--- src/rtl/assert_macros.svh ---
// Assertion helpers shared by the RTL files.
// Each macro checks on the rising edge of clk and is disabled while rst_n is low.
`ifndef ASSERT_MACROS_SVH
`define ASSERT_MACROS_SVH

// Assert that prop holds at every clock edge.
`define WGEC_ASSERT(lbl, clk, rst_n, prop, msg) \
    lbl: assert property (@(posedge clk) disable iff (!rst_n) (prop)) else $error(msg);

// Assert that expr is never true.
`define WGEC_NEVER(lbl, clk, rst_n, expr, msg) \
    lbl: assert property (@(posedge clk) disable iff (!rst_n) !(expr)) else $error(msg);

`endif

--- src/rtl/wgec_pkg.sv ---
`timescale 1ns / 1ps
// ----------------------------------------------------------------------------
// wgec_pkg
// Field widths, constants and shared types of the wire grid centroid.
// ----------------------------------------------------------------------------
package wgec_pkg;

    localparam int CH_W      = 5;   // hit_channel
    localparam int EN_W      = 16;  // hit_energy
    localparam int POS_W     = 13;  // position, signed
    localparam int S_TDATA_W = 24;  // channel + energy, padded to bytes
    localparam int M_TDATA_W = 16;  // position, padded to bytes

    // grid center times two (15.5 * 2)
    localparam int CENTER_X2 = 31;

    // event queue status seen by the front and back parts
    typedef struct packed {
        logic full;
        logic not_empty;
    } q_stat_t;

endpackage

--- src/rtl/wgec_front.sv ---
`timescale 1ns / 1ps
// ----------------------------------------------------------------------------
// wgec_front
// Hit accumulator: classify each hit, sum energy and energy times channel,
// push both sums to the event queue on the last hit.
// ----------------------------------------------------------------------------
module wgec_front #(
    parameter int MAX_HITS = 32,
    parameter int ES_W     = 22,
    parameter int WS_W     = 27
) (
    input  logic                  aclk,
    input  logic                  aresetn,
    input  logic                  adjacent_mode,
    input  logic                  hit_valid,
    output logic                  hit_ready,
    input  logic [wgec_pkg::CH_W-1:0] hit_channel,
    input  logic [wgec_pkg::EN_W-1:0] hit_energy,
    input  logic                  last_hit,
    input  wgec_pkg::q_stat_t     q_stat,
    output logic                  q_push,
    output logic [WS_W+ES_W-1:0]  q_wdata
);
    import wgec_pkg::*;

    localparam int HC_W = $clog2(MAX_HITS + 1);

    logic [WS_W-1:0] ws_reg, ws_next;
    logic [ES_W-1:0] es_reg, es_next;
    logic [CH_W-1:0] fc_reg, fc_next;
    logic            first_reg, first_next;
    logic [HC_W-1:0] hc_reg, hc_next;

    logic                 accept;
    logic                 room;
    logic                 take;
    logic [CH_W:0]        fc_up;
    logic [CH_W-1:0]      fc_dn;
    logic [EN_W+CH_W-1:0] prod;

    assign hit_ready = !q_stat.full;
    assign accept    = hit_valid && hit_ready;
    assign room      = hc_reg < HC_W'(MAX_HITS);
    assign fc_up     = {1'b0, fc_reg} + (CH_W+1)'(1);
    assign fc_dn     = fc_reg - CH_W'(1);
    assign prod      = (EN_W+CH_W)'(hit_energy) * (EN_W+CH_W)'(hit_channel);

    always_comb begin
        take = 1'b1;
        if (!first_reg && adjacent_mode) begin
            take = ({1'b0, hit_channel} == fc_up) ||
                   (fc_reg != '0 && hit_channel == fc_dn);
        end
    end

    always_comb begin
        ws_next    = ws_reg;
        es_next    = es_reg;
        fc_next    = fc_reg;
        first_next = first_reg;
        hc_next    = hc_reg;
        if (accept && room) begin
            if (first_reg) begin
                fc_next    = hit_channel;
                first_next = 1'b0;
            end
            if (take) begin
                ws_next = ws_reg + WS_W'(prod);
                es_next = es_reg + ES_W'(hit_energy);
            end
            hc_next = hc_reg + HC_W'(1);
        end
    end

    // push the finished sums, then start a fresh event
    assign q_push  = accept && last_hit;
    assign q_wdata = {ws_next, es_next};

    always_ff @(posedge aclk) begin
        if (!aresetn || q_push) begin
            ws_reg    <= '0;
            es_reg    <= '0;
            fc_reg    <= '0;
            first_reg <= 1'b1;
            hc_reg    <= '0;
        end else begin
            ws_reg    <= ws_next;
            es_reg    <= es_next;
            fc_reg    <= fc_next;
            first_reg <= first_next;
            hc_reg    <= hc_next;
        end
    end

endmodule

--- src/rtl/wgec_queue.sv ---
`timescale 1ns / 1ps
// ----------------------------------------------------------------------------
// wgec_queue
// Two-entry event queue between the hit accumulator and the divider.
// ----------------------------------------------------------------------------
`include "assert_macros.svh"
module wgec_queue #(
    parameter int W = 49
) (
    input  logic              aclk,
    input  logic              aresetn,
    input  logic              push,
    input  logic [W-1:0]      wdata,
    input  logic              pop,
    output logic [W-1:0]      rdata,
    output wgec_pkg::q_stat_t stat
);
    import wgec_pkg::*;

    logic [W-1:0] mem_reg [2];
    logic         wr_ptr_reg;
    logic         rd_ptr_reg;
    logic [1:0]   cnt_reg;

    assign rdata          = mem_reg[rd_ptr_reg];
    assign stat.full      = cnt_reg == 2'd2;
    assign stat.not_empty = cnt_reg != 2'd0;

    always_ff @(posedge aclk) begin
        if (push) begin
            mem_reg[wr_ptr_reg] <= wdata;
        end
    end

    always_ff @(posedge aclk) begin
        if (!aresetn) begin
            wr_ptr_reg <= 1'b0;
            rd_ptr_reg <= 1'b0;
            cnt_reg    <= 2'd0;
        end else begin
            if (push) begin
                wr_ptr_reg <= !wr_ptr_reg;
            end
            if (pop) begin
                rd_ptr_reg <= !rd_ptr_reg;
            end
            unique case ({push, pop})
                2'b10:   cnt_reg <= cnt_reg + 2'd1;
                2'b01:   cnt_reg <= cnt_reg - 2'd1;
                default: cnt_reg <= cnt_reg;
            endcase
        end
    end

    `WGEC_NEVER(a_no_overflow, aclk, aresetn, push && stat.full, "push into full queue")
    `WGEC_NEVER(a_no_underflow, aclk, aresetn, pop && !stat.not_empty, "pop from empty queue")
    `WGEC_NEVER(a_cnt_range, aclk, aresetn, cnt_reg == 2'd3, "queue count out of range")

endmodule

--- src/rtl/wgec_back.sv ---
`timescale 1ns / 1ps
// ----------------------------------------------------------------------------
// wgec_back
// Restoring divider, one quotient bit per cycle, plus centering and the
// result register.
// ----------------------------------------------------------------------------
`include "assert_macros.svh"
module wgec_back #(
    parameter int FRAC_BITS = 8,
    parameter int ES_W      = 22,
    parameter int WS_W      = 27
) (
    input  logic                     aclk,
    input  logic                     aresetn,
    input  wgec_pkg::q_stat_t        q_stat,
    input  logic [WS_W+ES_W-1:0]     q_rdata,
    output logic                     q_pop,
    output logic                     res_valid,
    input  logic                     res_ready,
    output logic [wgec_pkg::POS_W-1:0] res_position,
    output logic                     res_empty
);
    import wgec_pkg::*;

    // quotient is below 32 * 2^FRAC_BITS since the weighted mean channel is below 32
    localparam int Q_W   = CH_W + FRAC_BITS;
    localparam int CNT_W = $clog2(Q_W + 1);
    localparam int D_W   = (Q_W + 1 > POS_W) ? Q_W + 1 : POS_W;
    localparam logic [D_W-1:0]   CENTER     = D_W'((CENTER_X2 << FRAC_BITS) >> 1);
    localparam logic [D_W-1:0]   NEG_CENTER_D = D_W'(0) - CENTER;
    localparam logic [POS_W-1:0] NEG_CENTER = NEG_CENTER_D[POS_W-1:0];

    localparam logic [1:0] ST_IDLE = 2'd0;
    localparam logic [1:0] ST_DIV  = 2'd1;
    localparam logic [1:0] ST_DONE = 2'd2;

    logic [1:0]       state_reg, state_next;
    logic [CNT_W-1:0] cnt_reg, cnt_next;
    logic [ES_W:0]    rem_reg, rem_next;
    logic [Q_W-1:0]   num_reg, num_next;
    logic [ES_W-1:0]  div_reg, div_next;
    logic             empty_reg, empty_next;
    logic             vld_reg, vld_next;
    logic [POS_W-1:0] pos_reg, pos_next;
    logic             eout_reg, eout_next;

    logic [WS_W-1:0] q_ws;
    logic [ES_W-1:0] q_es;
    logic [ES_W:0]   trial;
    logic            qbit;
    logic            slot_free;
    logic [D_W-1:0]  diff;

    assign q_ws      = q_rdata[WS_W+ES_W-1:ES_W];
    assign q_es      = q_rdata[ES_W-1:0];
    assign trial     = {rem_reg[ES_W-1:0], num_reg[Q_W-1]};
    assign qbit      = trial >= {1'b0, div_reg};
    assign slot_free = !vld_reg || res_ready;
    assign q_pop     = (state_reg == ST_IDLE) && q_stat.not_empty;
    assign diff      = (empty_reg ? D_W'(0) : D_W'(num_reg)) - CENTER;

    always_comb begin
        state_next = state_reg;
        cnt_next   = cnt_reg;
        rem_next   = rem_reg;
        num_next   = num_reg;
        div_next   = div_reg;
        empty_next = empty_reg;
        vld_next   = vld_reg && !res_ready;
        pos_next   = pos_reg;
        eout_next  = eout_reg;
        unique case (state_reg)
            ST_IDLE: begin
                if (q_pop) begin
                    // high part of (ws << FRAC_BITS) is already below the divisor
                    rem_next   = {1'b0, q_ws[WS_W-1:CH_W]};
                    num_next   = Q_W'(q_ws[CH_W-1:0]) << FRAC_BITS;
                    div_next   = q_es;
                    empty_next = q_es == '0;
                    cnt_next   = CNT_W'(Q_W);
                    state_next = ST_DIV;
                end
            end
            ST_DIV: begin
                rem_next = qbit ? trial - {1'b0, div_reg} : trial;
                num_next = {num_reg[Q_W-2:0], qbit};
                cnt_next = cnt_reg - CNT_W'(1);
                if (cnt_reg == CNT_W'(1)) begin
                    state_next = ST_DONE;
                end
            end
            ST_DONE: begin
                if (slot_free) begin
                    vld_next   = 1'b1;
                    pos_next   = diff[POS_W-1:0];
                    eout_next  = empty_reg;
                    state_next = ST_IDLE;
                end
            end
            default: begin
                state_next = ST_IDLE;
            end
        endcase
    end

    always_ff @(posedge aclk) begin
        if (!aresetn) begin
            state_reg <= ST_IDLE;
            vld_reg   <= 1'b0;
            cnt_reg   <= '0;
        end else begin
            state_reg <= state_next;
            vld_reg   <= vld_next;
            cnt_reg   <= cnt_next;
        end
    end

    always_ff @(posedge aclk) begin
        rem_reg   <= rem_next;
        num_reg   <= num_next;
        div_reg   <= div_next;
        empty_reg <= empty_next;
        pos_reg   <= pos_next;
        eout_reg  <= eout_next;
    end

    assign res_valid    = vld_reg;
    assign res_position = pos_reg;
    assign res_empty    = eout_reg;

    `WGEC_ASSERT(a_pop_idle, aclk, aresetn, q_pop |-> state_reg == ST_IDLE, "pop while dividing")
    `WGEC_ASSERT(a_cnt_live, aclk, aresetn, state_reg == ST_DIV |-> cnt_reg != '0, "divider count ran out")
    `WGEC_ASSERT(a_empty_pos, aclk, aresetn, (vld_reg && eout_reg) |-> pos_reg == NEG_CENTER, "empty result not at -center")

endmodule

--- src/rtl/wire_grid_energy_centroid.sv ---
`timescale 1ns / 1ps
// ----------------------------------------------------------------------------
// wire_grid_energy_centroid
// Energy-weighted centroid of one wire grid event, relative to the grid center.
// ----------------------------------------------------------------------------
// Usage:
//   s_ channel: one hit per beat. s_tdata holds hit_channel and hit_energy,
//   s_tlast marks the last hit of the event. Hits are taken one per cycle
//   while the event queue has room (two finished events may wait in it).
//   m_ channel: one result beat per event, after its last hit. m_tdata holds
//   position (signed, FRAC_BITS fractional bits, centroid minus 15.5);
//   m_tuser flags an event whose energy sum is zero.
//   After the last hit an event passes the queue, the divider load,
//   FRAC_BITS + 5 quotient bits (one per cycle) and the result register.
//   The divider takes a new event only after its result has moved on to
//   the result register; this divider loop sets the event rate.
//   Hits beyond MAX_HITS in one event add nothing but still end it on tlast.
//   Stall: while m_tready is low the result holds, the divider holds its
//   quotient, the queue fills and s_tready drops once two events wait.
//   Synchronous reset (aresetn low) clears event, queue, result, adjacent_mode.
//   The user writes adjacent_mode (cfg_we) only while idle; nothing checks it.
// ----------------------------------------------------------------------------
module wire_grid_energy_centroid #(
    parameter int MAX_HITS  = 32,
    parameter int FRAC_BITS = 8
) (
    input  logic                            aclk,
    input  logic                            aresetn,
    input  logic                            cfg_we,
    input  logic                            cfg_wdata,   // adjacent_mode
    input  logic                            s_tvalid,
    output logic                            s_tready,
    input  logic [wgec_pkg::S_TDATA_W-1:0]  s_tdata,     // hit_channel[4:0], hit_energy[20:5]
    input  logic                            s_tlast,     // last_hit
    output logic                            m_tvalid,
    input  logic                            m_tready,
    output logic [wgec_pkg::M_TDATA_W-1:0]  m_tdata,     // position[12:0]
    output logic                            m_tuser      // empty_res
);
    import wgec_pkg::*;

    // energy sum grows by the hit count, weighted sum by the channel range
    localparam int ES_W = EN_W + $clog2(MAX_HITS + 1);
    localparam int WS_W = ES_W + CH_W;

    logic                 adj_reg;
    q_stat_t              q_stat;
    logic                 q_push;
    logic                 q_pop;
    logic [WS_W+ES_W-1:0] q_wdata;
    logic [WS_W+ES_W-1:0] q_rdata;
    logic [POS_W-1:0]     position;

    // hold the mode register; the user writes it only between events, unchecked here
    always_ff @(posedge aclk) begin
        if (!aresetn) begin
            adj_reg <= 1'b0;
        end else if (cfg_we) begin
            adj_reg <= cfg_wdata;
        end
    end

    // front: classify and accumulate hits
    wgec_front #(
        .MAX_HITS (MAX_HITS),
        .ES_W     (ES_W),
        .WS_W     (WS_W)
    ) u_front (
        .aclk          (aclk),
        .aresetn       (aresetn),
        .adjacent_mode (adj_reg),
        .hit_valid     (s_tvalid),
        .hit_ready     (s_tready),
        .hit_channel   (s_tdata[CH_W-1:0]),
        .hit_energy    (s_tdata[CH_W+EN_W-1:CH_W]),
        .last_hit      (s_tlast),
        .q_stat        (q_stat),
        .q_push        (q_push),
        .q_wdata       (q_wdata)
    );

    // queue finished events so the front keeps taking hits during division
    wgec_queue #(
        .W (WS_W + ES_W)
    ) u_queue (
        .aclk    (aclk),
        .aresetn (aresetn),
        .push    (q_push),
        .wdata   (q_wdata),
        .pop     (q_pop),
        .rdata   (q_rdata),
        .stat    (q_stat)
    );

    // back: divide, subtract the center, register the result beat
    wgec_back #(
        .FRAC_BITS (FRAC_BITS),
        .ES_W      (ES_W),
        .WS_W      (WS_W)
    ) u_back (
        .aclk         (aclk),
        .aresetn      (aresetn),
        .q_stat       (q_stat),
        .q_rdata      (q_rdata),
        .q_pop        (q_pop),
        .res_valid    (m_tvalid),
        .res_ready    (m_tready),
        .res_position (position),
        .res_empty    (m_tuser)
    );

    // pad position with zeros up to the byte boundary
    assign m_tdata = M_TDATA_W'(position);

endmodule

--- config.mk ---
export PLATFORM = sky130hd
export DESIGN_NAME = wire_grid_energy_centroid
export DESIGN_NICKNAME = d
export VERILOG_FILES = /design/src/rtl/wgec_pkg.sv /design/src/rtl/wgec_front.sv /design/src/rtl/wgec_queue.sv /design/src/rtl/wgec_back.sv /design/src/rtl/wire_grid_energy_centroid.sv
export VERILOG_INCLUDE_DIRS = /design/src /design/src/rtl
export SDC_FILE = /design/constraint.sdc
export NUM_CORES = 1
export LEC_CHECK = 0
export BUFFER_PORTS_ARGS = -buffer_cell sky130_fd_sc_hd__buf_2
export CAP_MARGIN = 20
export CORE_MARGIN = 2
export CORE_UTILIZATION = 41
export DETAILED_ROUTE_END_ITERATION = 12
export GPL_ROUTABILITY_DRIVEN = 0
export PLACE_DENSITY = 0.54
export SETUP_SLACK_MARGIN = 0.2
export SYNTH_ARGS = -nofsm -noshare
export SYNTH_HDL_FRONTEND = slang
export SYNTH_HIERARCHICAL = 1
export SYNTH_SLANG_ARGS = --single-unit
--- constraint.sdc ---
create_clock -name aclk -period 5.3 [get_ports aclk]
set_input_delay 0.265 -clock aclk [delete_from_list [all_inputs] [get_ports aclk]]
set_output_delay 0.265 -clock aclk [all_outputs]
set_load 0.005 [all_outputs]
==> metrics.txt <==
outcome complete, no violations; FFs w/ async S/R, synth 0%; layout cell share with drive strength beyond 1 12.0%; Slew @ Worst Pin 1.05 ns; Die Y-Extent 195 µm; Routed Antenna Nets 0; Via density 5.14; hold slack 0.0315 ns; Initial Util 41.8%; FF-to-FF setup slack 0.73 ns; # H-tree levels 1; TritonRoute pass-1 iters 5; die width 195 µm; vias post-DR 9852; PD cells 608 nW/µm²; Reg clk slew, reported paths 0.06 ns; TritonCTS clock tree done; number of flops mapped to enable cells by yosys 170; CTS max path bufs 3; DP Cell Count 1863; # clock sinks 244; Worst R2R End u_queue/mem_reg[0][47]$_DFFE_PP_; DR WL/cell 16.6 µm; Area growth syn-to-layout 10.5%; post_cts resized 0; Post-DP HPWL 23500 µm; CP max FO 8; Fin. Hold Viols 0; Post-Route M1 WL 15800 µm; RSZ-0062 raised after global routing no; Hold Startpoint cfg_we; Row Count 69; DRC 0; Final Setup Violations 0; Placement Setup Slack 0.348 ns; minimum clock period 4.57 ns; #FFs+latches synth 244; vias in the first global route 9931; Cell Count, Final, Fillers Out 1915; reg2reg start u_front/ws_reg[8]$_SDFF_PP0_; Met2 Wirelength 14400 µm; Seq/Total Area, Yosys 44.1%; Hold Path Sink adj_reg$_SDFFE_PN0P_; Max Cap Viol 0; Top Layer Used met4; first-pass GRT wire length 52000 µm; clk_skew 0.0224 ns; fmax 0.219 GHz; Synth cell types 68; GRT Util Overall 16.9%; Cells after Synth 1394; DIE AREA 38000 µm²; area leader, netlist edfxtp_1; TritonCTS buffer count 27; Setup Crit Path Kind flop to flop; nets 1604; CP endpoint kind flop; fin worst setup slack 0.725 ns; PortBufs 43; syn_area_per_cell 10.7 µm²; Top FF cell, synth edfxtp_1; clk_lat worst skew 0.53 ns; Core Region 35700 µm²; ANT cells 0; worst-case reg-to-reg path depth 15; Max VDD drop 0.252 mV; final WL 31800 µm; # IOs 50; hold depth 3; Synth area leaders edfxtp_1 34%, dfxtp_1 9.9%, fa_1 8.4%; synthesized area 14900 µm²; initial DRC count 382; number of flip-flops in the largest register 98; top cell type's share of synthesized area 34.2%; Setup crit start kind flop; Post-Place Cell Area 15600 µm²; GR Overflow Total 0; Tcrit/Tclk final 86.3%; CP Data Arrival Time 4.83 ns; Leakage Power 6.74 nW; Root Buffer clkbuf_16; Hold WC Path Type input port to flop; final setup TNS 0 ns; met3 WL 993 µm; initial antenna violation count 0; count of final max-slew check failures 0; Yosys Warn Count 6; pin count of the biggest net entering global routing 51; Max transition margin 30.0%; design area 16500 µm²; required time of the critical path 5.55 ns
-- cells in the final DEF (no fill, tap or decap), types with 13 or more instances in the layout --
cell	Yosys	routed
inv_1	142	142
a21o_1	20	20
a21oi_1	90	90
clkbuf_16	0	27
nand2_1	100	100
buf_2	11	43
nand4_1	13	13
mux2i_1	18	18
buf_4	9	15
mux2_2	51	51
edfxtp_1	170	170
fa_1	63	63
o21a_1	19	19
o21ai_0	52	52
a211oi_1	15	15
and2_1	105	104
nand3_1	28	28
ha_1	76	76
nor2_1	60	59
mux2_1	18	18
nor2b_1	21	20
xnor2_1	44	44
dfxtp_1	74	73
xor2_1	31	31
nand2b_1	24	24
-- worst max path at each step --
stage                                       from                               end  slack (ns)  cells after the start
global placement                      s_tdata[4]  u_queue/mem_reg[0][46]$_DFFE_PP_        0.39                     17
detailed placement                    s_tdata[4]  u_queue/mem_reg[0][45]$_DFFE_PP_        0.35                     15
global route        u_front/ws_reg[6]$_SDFF_PP0_  u_queue/mem_reg[0][48]$_DFFE_PP_        0.47                     17
CTS                 u_front/ws_reg[8]$_SDFF_PP0_  u_queue/mem_reg[0][45]$_DFFE_PP_        0.71                     15
floorplan                             s_tdata[4]  u_queue/mem_reg[0][48]$_DFFE_PP_        0.82                     16
finish              u_front/ws_reg[8]$_SDFF_PP0_  u_queue/mem_reg[0][47]$_DFFE_PP_        0.73                     15
-- repair_timing --
action | CTS | global route
endpoints found under the setup margin | 0 | 0
hold endpoints to repair | 1 | 0
setup buffers | 0 | 0
hold buffers | 1 | 0
-- metrics by stage --
stage	util, %	total power [W]
detailed placement	43.6	0.00819
CTS	46.1	0.0101
floorplan	-	0.00699
global route	46.2	0.0109
finish	46.2	0.0100
global placement	43.6	0.00814
-- routing by layer --
layer | vias up | global-route usage, %
li1 | 4909 | -
met1 | 4765 | 24.1
met2 | 145 | 27.9
met3 | 33 | 1.89
met4 | 0 | 3.85
met5 | - | 0
-- kinds of logic (layout without fill, tap and decap cells) --
logic type	count (synthesis)	after routing	synth area share [%]
AO/OA/AOI/OAI	258	258	10.9
XOR/XNOR	76	76	4.51
adder cells (fa/ha/maj)	139	139	14.8
buffers and inverters	193	251	5.34
flip-flops	244	244	44.1
multiplexers	87	87	6.41
other	1	3	0.0251
AND/OR/NAND/NOR	396	396	13.9
-- power by group --
| part | leakage (nW) | switching, W | total [W] | internal (W) |
|---|---|---|---|---|
| sequential | 2.20 | 0.000284 | 0.00310 | 0.00282 |
| combinational | 4.12 | 0.00303 | 0.00510 | 0.00207 |
| clock | 0.421 | 0.000750 | 0.00182 | 0.00108 |
-- cell type report --
type                    count  area, µm²
fillers                  3389      19200
multi-input cells         959       7580
flip-flops and latches    244       6590
clock buffers              34        732
well taps                 461        577
inverters                 142        533
repair buffers             60        358
clock inverters            15        136
-- cell usage after synthesis, drive strengths merged, types with 2 or more instances --
cell	instances
xor2	31
nand3	28
fa	63
a21boi	4
nand2b	24
o311ai	2
clkbuf	28
a211oi	16
a31o	4
nand2	101
a2111oi	4
o41ai	2
nor4	8
o211ai	6
nor2b	21
or3	4
a21oi	90
o21ai	56
and2	105
o21a	19
o31a	3
nor3	13
nor2	60
o31ai	9
o22ai	3
xnor2	45
buf	23
or2	2
o21bai	4
a31oi	6
nor3b	4
and3	8
nand4	13
ha	76
a211o	4
mux2	69
a21o	20
edfxtp	170
mux2i	18
dfxtp	74
inv	142
-- worst max-delay path: stages (launching register included) --
cell       delay (ns)
dfxtp_1          0.32
inv_1            0.08
fa_1             0.53
inv_1            0.05
fa_1             0.48
inv_1            0.06
fa_1             0.53
inv_1            0.04
ha_1             0.39
a2111oi_0        0.49
a2111oi_0        0.15
a21oi_1          0.47
o22ai_1          0.16
nor2_1           0.28
nor3_2           0.11
xor2_1           0.16
Note: power is estimated with default switching activity, not from simulation.
